File: config.mk
export PLATFORM = sky130hd
export DESIGN_NAME = sbit_orient
export DESIGN_NICKNAME = d
export VERILOG_FILES = /design/src/rtl/core/sbit_pkg.sv /design/src/rtl/core/sbit_orient.sv
export SDC_FILE = /design/constraint.sdc
export NUM_CORES = 2
export LEC_CHECK = 0
export ABC_AREA = 1
export BUFFER_PORTS_ARGS = -buffer_cell sky130_fd_sc_hd__buf_2
export CAP_MARGIN = 20
export CORE_ASPECT_RATIO = 1.4
export CORE_UTILIZATION = 55
export DETAILED_ROUTE_END_ITERATION = 16
export GPL_TIMING_DRIVEN = 0
export PLACE_DENSITY = 0.68
export SETUP_SLACK_MARGIN = 0.5
export SYNTH_ARGS = -nofsm -noshare
export SYNTH_HDL_FRONTEND = slang
export SYNTH_SLANG_ARGS = --single-unit
File: constraint.sdc
create_clock -name clk -period 6.32 [get_ports clk]
set_input_delay 1.58 -clock clk [delete_from_list [all_inputs] [get_ports clk]]
set_output_delay 1.58 -clock clk [all_outputs]
set_load 0.02 [all_outputs]
File: src/rtl/core/sbit_pkg.sv
// Shared types and constants for the segment/box intersection test unit.
package sbit_pkg;

	typedef enum logic [1:0] {
		ACT_SEG_SEG = 2'd0,
		ACT_BOX_SEG = 2'd1,
		ACT_BOX_BOX = 2'd2,
		ACT_NONE    = 2'd3
	} action_t;

	// Orientation sign: positive and negative flags, both low for zero.
	typedef struct packed {
		logic pos;
		logic neg;
	} osign_t;

	// Control word that travels beside the coordinate data.
	typedef struct packed {
		action_t act;
		logic    bad;
		logic    inbox;
	} ctl_t;

endpackage

File: src/rtl/core/sbit_orient.sv
// One orientation test: sign of (b - a) x (c - a), two register stages.
module sbit_orient #(
	parameter int CW = 16
) (
	input  logic                clk,
	input  logic                adv,
	input  logic signed [CW-1:0] ax,
	input  logic signed [CW-1:0] ay,
	input  logic signed [CW-1:0] bx,
	input  logic signed [CW-1:0] by,
	input  logic signed [CW-1:0] cx,
	input  logic signed [CW-1:0] cy,
	output sbit_pkg::osign_t     sgn
);
	import sbit_pkg::*;

	localparam int DW = CW + 1;
	localparam int PW = 2 * DW;

	logic signed [DW-1:0] d1_s1, d2_s1, d3_s1, d4_s1;
	logic signed [PW-1:0] p1_s2, p2_s2;
	logic signed [PW:0]   diff;

	always_ff @(posedge clk) begin
		if (adv) begin
			d1_s1 <= DW'(bx) - DW'(ax);
			d2_s1 <= DW'(cy) - DW'(ay);
			d3_s1 <= DW'(by) - DW'(ay);
			d4_s1 <= DW'(cx) - DW'(ax);
			p1_s2 <= PW'(d1_s1) * PW'(d2_s1);
			p2_s2 <= PW'(d3_s1) * PW'(d4_s1);
		end
	end

	assign diff = (PW+1)'(p1_s2) - (PW+1)'(p2_s2);
	assign sgn.pos = !diff[PW] && (diff != '0);
	assign sgn.neg = diff[PW];

endmodule

Word level (Yosys, flattened, before mapping):

Index checks and enable logic that the tools add are counted.

* multiply operators: 2
* eq/ne operators: 0
* multiplexer cells: 0
* bitwise gates (word level): 0
* reduce and logical (&&, ||, !) cells: 3
* magnitude comparators: 0
* div/mod/pow operators: 0
* $add $sub $neg: 5
* shifts and indexed selects: 0

Operators with widths (number)
* $mul A17 B17 Y34: 2
* $sub A16 B16 Y17: 4
* $reduce_bool A35 Y1: 1
* $sub A34 B34 Y35: 1
* $logic_and A1 B1 Y1: 1
* $logic_not A1 Y1: 1

* word-level logic and storage cells: 16
* flip-flop bits (word level): 136
* bits in writable memories: 0
* memories kept: 0
* memory bits (read-only): 0
* output and inout port bits: 2
* latch bits: 0
* input port bits: 98

Longest topological paths before layout:

* depth after elaboration: 3
* depth in mapped cells: 27
* gate-level depth less buffers: 25

Worst setup path after synthesis:

OpenSTA, ideal clock, no wires.

* path kind: reg-to-reg
* start point: reg d1_s1[16]
* end point: reg p1_s2[33] (data pin)
* data required time: 6.058 ns
* clock period less this slack: 5.753 ns
* data arrival time: 5.491 ns
* cell stages (with the launch flop): 22
* path buffers: 2
* slack: 0.567 ns
* setup time: 0.262 ns
* cell sequence: edfxtp_1 > clkbuf_1 > clkbuf_1 > nand2_1 > inv_1 > fa_1 > fa_1 > fa_1 > fa_1 > fa_1 > inv_1 > fa_1 > inv_1 > ha_1 > nand2_1 > nor2_1 > nand2_1 > nor4_1 > nand2_1 > o211ai_1 > a21oi_1 > xor2_1

* word-level cells in the longest chain between the ends: 1

Ends and longest elaborated chain
* start, declared: RTL line sbit_orient.sv:20 `logic signed [DW-1:0] d1_s1, d2_s1, d3_s1, d4_s1;`
* start signal, assigned: RTL line sbit_orient.sv:26 `d1_s1 <= DW'(bx) - DW'(ax);`
* $mul A17 B17 Y34: RTL line sbit_orient.sv:30 `p1_s2 <= PW'(d1_s1) * PW'(d2_s1);`
* end signal, assigned: RTL line sbit_orient.sv:30
* end, declared: RTL line sbit_orient.sv:21 `logic signed [PW-1:0] p1_s2, p2_s2;`

No other way between the ends.
A chain may end at the register's enable or synchronous reset.

Worst setup path in the final report:

* start point: reg d1_s1[16]
* end point: reg p1_s2[29] (data pin)

The elaborated chain is that of the path after synthesis.

==> flow_summary.rst <==
.. list-table::
   :header-rows: 1

   * - Metric
     - Value
   * - Number of antenna violations at the first check in global routing
     - 1
   * - Worst skew pair latency
     - 0.45 ns
   * - Data required time of the critical path
     - 6.57 ns
   * - 1st-iter DRT viols
     - 1712
   * - Die ar.
     - 0.0597 mm2
   * - Top flip-flop cell by instance count after synthesis
     - sky130_fd_sc_hd__edfxtp_1
   * - Final period utilization
     - 96.2%
   * - Max Clock Skew
     - 0.0119 ns
   * - Final Routed Wirelength
     - 88000 um
   * - Share of layout cells above drive strength 1
     - 18.2%
   * - Launching element type of the critical path
     - flip-flop
   * - Max frequency
     - 164 MHz
   * - Number of top-level design ports
     - 100
   * - First element of the critical path
     - d1_s1[16]
   * - DRT antenna net count
     - 0
   * - Reg-to-Reg Start
     - d1_s1[16]
   * - Final-layout fill cell count
     - 4755
   * - CTS clk-pin slew, worst paths
     - 0.07 ns
   * - Buffers from clock root to sink, at most
     - 2
   * - Via density
     - 5.19
   * - Seq cells post-synth
     - 136
   * - Average cell area after synthesis
     - 8.04 um2
   * - Tightest Pin Transition
     - 0.652 ns
   * - Cell variety after synth
     - 49
   * - Unrepaired setup endpoints after global routing
     - true
   * - Post-synth EDFFs
     - 136
   * - Status
     - finished, final reports clean
   * - Worst-case headroom to the max-slew limit
     - 56.5%
   * - Global-route wire length before repair
     - 138000 um
   * - Critical path endpoint
     - p1_s2[29]
   * - Placed cells
     - 4862
   * - Kind of path behind the tightest hold check
     - flip-flop to flip-flop
   * - Cells on worst reg2reg path
     - 21
   * - Total number of clock tree sinks
     - 136
   * - Register Area
     - 0.00408 mm2
   * - Synth warn
     - 0
   * - Vias in the first global route
     - 27500
   * - Critical path class
     - flip-flop to flip-flop
   * - Width of the die
     - 207 um
   * - Signal arrival time at the worst endpoint
     - 6.33 ns
   * - Overall routing resource usage
     - 30.4%
   * - Pre-CTS setup slack
     - -0.864 ns
   * - Clock buffer count from CTS
     - 17
   * - Port buffer count
     - 99
   * - Net count after synthesis
     - 4983
   * - Setup violation total in the final timing report
     - 0
   * - Area Overhead vs Synth
     - 18.6%
   * - H-Tree Depth
     - 4
   * - Hold WS
     - 0.814 ns
   * - Wire length per cell after detailed routing
     - 17.5 um
   * - Setup WS post-layout
     - 0.240 ns
   * - Routability Congestion
     - 0.955
   * - Area of the placeable core
     - 0.0578 mm2
   * - Final Slew Violations
     - 0
   * - Effective utilization at floorplan
     - 55.9%
   * - R2r setup slk
     - 0.24 ns
   * - Library cell used as clock root buffer
     - sky130_fd_sc_hd__clkbuf_16
   * - Summed instance area of the synthesized netlist
     - 0.0323 mm2
   * - Share of synthesized area occupied by flip-flops and latches
     - 12.6%
   * - Via count
     - 26200
   * - Proportion of register bits with asynchronous set or reset after synthesis
     - 0%
   * - Final global-route overflow total
     - 0
   * - Hold Violations, Final
     - 0
   * - Synth Instances
     - 4020
   * - Number of standard cells in the final layout excluding fillers
     - 5041
   * - Post-layout min period
     - 6.08 ns
   * - HPWL reported at the end of detailed placement
     - 71600 um
   * - Count of maximum capacitance violations
     - 0
   * - Critical path peak fanout
     - 6
   * - Die Ht
     - 289 um
   * - Clock tree from TritonCTS
     - done
   * - Endpoint class of the critical path
     - flip-flop
   * - Number of hold buffers added after cts
     - 0
   * - Total iterations of the first detailed-routing run
     - 8
   * - Maximum number of pins on one net before global-route repair
     - 70
   * - Post-layout nets
     - 5249
   * - Terminus of the critical flop-to-flop path
     - p1_s2[29]
   * - Area taken by multi-input logic gates
     - 0.0249 mm2
   * - Count of inserted antenna diode cells
     - 0
   * - DRC violation count after routing
     - 0
   * - Number of core rows
     - 104
==> worst max-delay path, stage by stage, from the launching register on <==
cell and delay [ns]:
sky130_fd_sc_hd__edfxtp_1 0.39, sky130_fd_sc_hd__buf_8 0.15, sky130_fd_sc_hd__clkbuf_16 0.15, sky130_fd_sc_hd__nand2_4 0.06
sky130_fd_sc_hd__inv_2 0.04, sky130_fd_sc_hd__fa_2 0.60, sky130_fd_sc_hd__buf_12 0.11, sky130_fd_sc_hd__fa_2 0.52
sky130_fd_sc_hd__buf_4 0.19, sky130_fd_sc_hd__fa_1 0.55, sky130_fd_sc_hd__fa_1 0.43, sky130_fd_sc_hd__fa_1 0.48
sky130_fd_sc_hd__fa_1 0.53, sky130_fd_sc_hd__ha_4 0.36, sky130_fd_sc_hd__nand2_4 0.08, sky130_fd_sc_hd__nor2_4 0.14
sky130_fd_sc_hd__nand2_4 0.08, sky130_fd_sc_hd__nor4_4 0.23, sky130_fd_sc_hd__nand2_1 0.10, sky130_fd_sc_hd__o211ai_1 0.21
sky130_fd_sc_hd__buf_4 0.22, sky130_fd_sc_hd__xor2_4 0.26
==> flip-flops by register name, summed over array words and instances, names as in the netlist <==
register and flops:
d1_s1 17, d2_s1 17, d3_s1 17, d4_s1 17, p1_s2 34, p2_s2 34
==> final cells by class <==
type	count	area share [%]
flip-flops and latches	136	10.7
plain buffers	134	4.28
clock buffers	18	1.12
inverters	1184	11.6
multi-input cells	2566	64.9
clock inverters	14	0.408
repair buffers	247	4.53
well taps	742	2.42
==> cells by family (layout without fill, tap and decap cells) <==
group           count (synthesis)  count (layout)  share of synthesized area, %
compound gates                262             262                          4.68
xor+xnor                      140             140                          3.79
fa+ha+maj                     865             865                          47.4
buf+inv                      1318            1597                          15.3
flops                         136             136                          12.6
simple gates                 1299            1299                          16.2
==> worst min-delay path by stage <==
stage               startpoint        to  slack (ns)  cells after the start
finish                d1_s1[0]  p1_s2[0]        0.81                      3
detailed placement    d4_s1[0]  p2_s2[0]        0.94                      3
CTS                   d1_s1[0]  p1_s2[0]        0.80                      3
global route          d1_s1[0]  p1_s2[0]        0.85                      3
global placement      d4_s1[0]  p2_s2[0]        0.95                      3
floorplan             d1_s1[0]  p1_s2[0]        0.72                      3
==> through the flow <==
| stage | utilization, % | cell area [um2] | setup TNS [ns] |
|---|---|---|---|
| finish | 66.3 | 38300 | 0 |
| floorplan | - | 32300 | 0 |
| CTS | 63.6 | 36700 | 0 |
| detailed placement | 58.4 | 33800 | -12.65 |
| global placement | 58.4 | 33700 | -11.78 |
| global route | 66.3 | 38300 | 0 |
==> layer usage <==
metal	global-route usage (%)	up-vias	part of all wire [%]
met5	0	-	0.015
met4	15.7	2	5.9
met3	2.89	269	5.7
met2	55.0	974	52
met1	35.4	12700	37
li1	-	12200	-
==> what timing repair did <==
item | in CTS | in global routing
pin swaps | 99 | 144
buffers inserted | 59 | 86
resized for setup | 509 | 299
gates cloned | 0 | 2
setup endpoints to repair | 42 | 28
==> cells in the final DEF (no fill, tap or decap), types with 52 or more instances in the layout <==
cell                       count
sky130_fd_sc_hd__a21oi_1      94
sky130_fd_sc_hd__buf_2       103
sky130_fd_sc_hd__buf_4       131
sky130_fd_sc_hd__clkbuf_8     55
sky130_fd_sc_hd__edfxtp_1    136
sky130_fd_sc_hd__fa_1        556
sky130_fd_sc_hd__ha_1        227
sky130_fd_sc_hd__inv_1      1120
sky130_fd_sc_hd__inv_2        58
sky130_fd_sc_hd__nand2_1     954
sky130_fd_sc_hd__nand2_2      53
sky130_fd_sc_hd__nand3_1      52
sky130_fd_sc_hd__nor2_1      120
sky130_fd_sc_hd__xnor2_1      52
sky130_fd_sc_hd__xor2_1       77
==> Yosys cell counts (6+ instances only) <==
| cell type | count | share of area [%] |
|---|---|---|
| sky130_fd_sc_hd__inv_1 | 1171 | 14 |
| sky130_fd_sc_hd__nand2_1 | 1007 | 12 |
| sky130_fd_sc_hd__fa_1 | 597 | 37 |
| sky130_fd_sc_hd__ha_1 | 268 | 10 |
| sky130_fd_sc_hd__a21oi_1 | 138 | 2.1 |
| sky130_fd_sc_hd__edfxtp_1 | 136 | 13 |
| sky130_fd_sc_hd__clkbuf_1 | 132 | 1.5 |
| sky130_fd_sc_hd__nor2_1 | 132 | 1.5 |
| sky130_fd_sc_hd__xor2_1 | 86 | 2.3 |
| sky130_fd_sc_hd__nand3_1 | 60 | 0.93 |
| sky130_fd_sc_hd__xnor2_1 | 54 | 1.5 |
| sky130_fd_sc_hd__o21ai_0 | 48 | 0.74 |
| sky130_fd_sc_hd__nand2_2 | 23 | 0.45 |
| sky130_fd_sc_hd__nand4_1 | 22 | 0.43 |
| sky130_fd_sc_hd__nor3_1 | 17 | 0.26 |
| sky130_fd_sc_hd__o21ai_1 | 15 | 0.23 |
| sky130_fd_sc_hd__a21o_1 | 12 | 0.28 |
| sky130_fd_sc_hd__inv_2 | 11 | 0.13 |
| sky130_fd_sc_hd__nor2_2 | 11 | 0.21 |
| sky130_fd_sc_hd__o21ai_2 | 9 | 0.24 |
| sky130_fd_sc_hd__o21bai_1 | 9 | 0.21 |
| sky130_fd_sc_hd__or2_2 | 8 | 0.15 |
| sky130_fd_sc_hd__a21oi_2 | 6 | 0.16 |
Power is left out: the tool's default activity adds up to more than one toggle a clock period on the data nets, which glitch-free logic cannot reach.
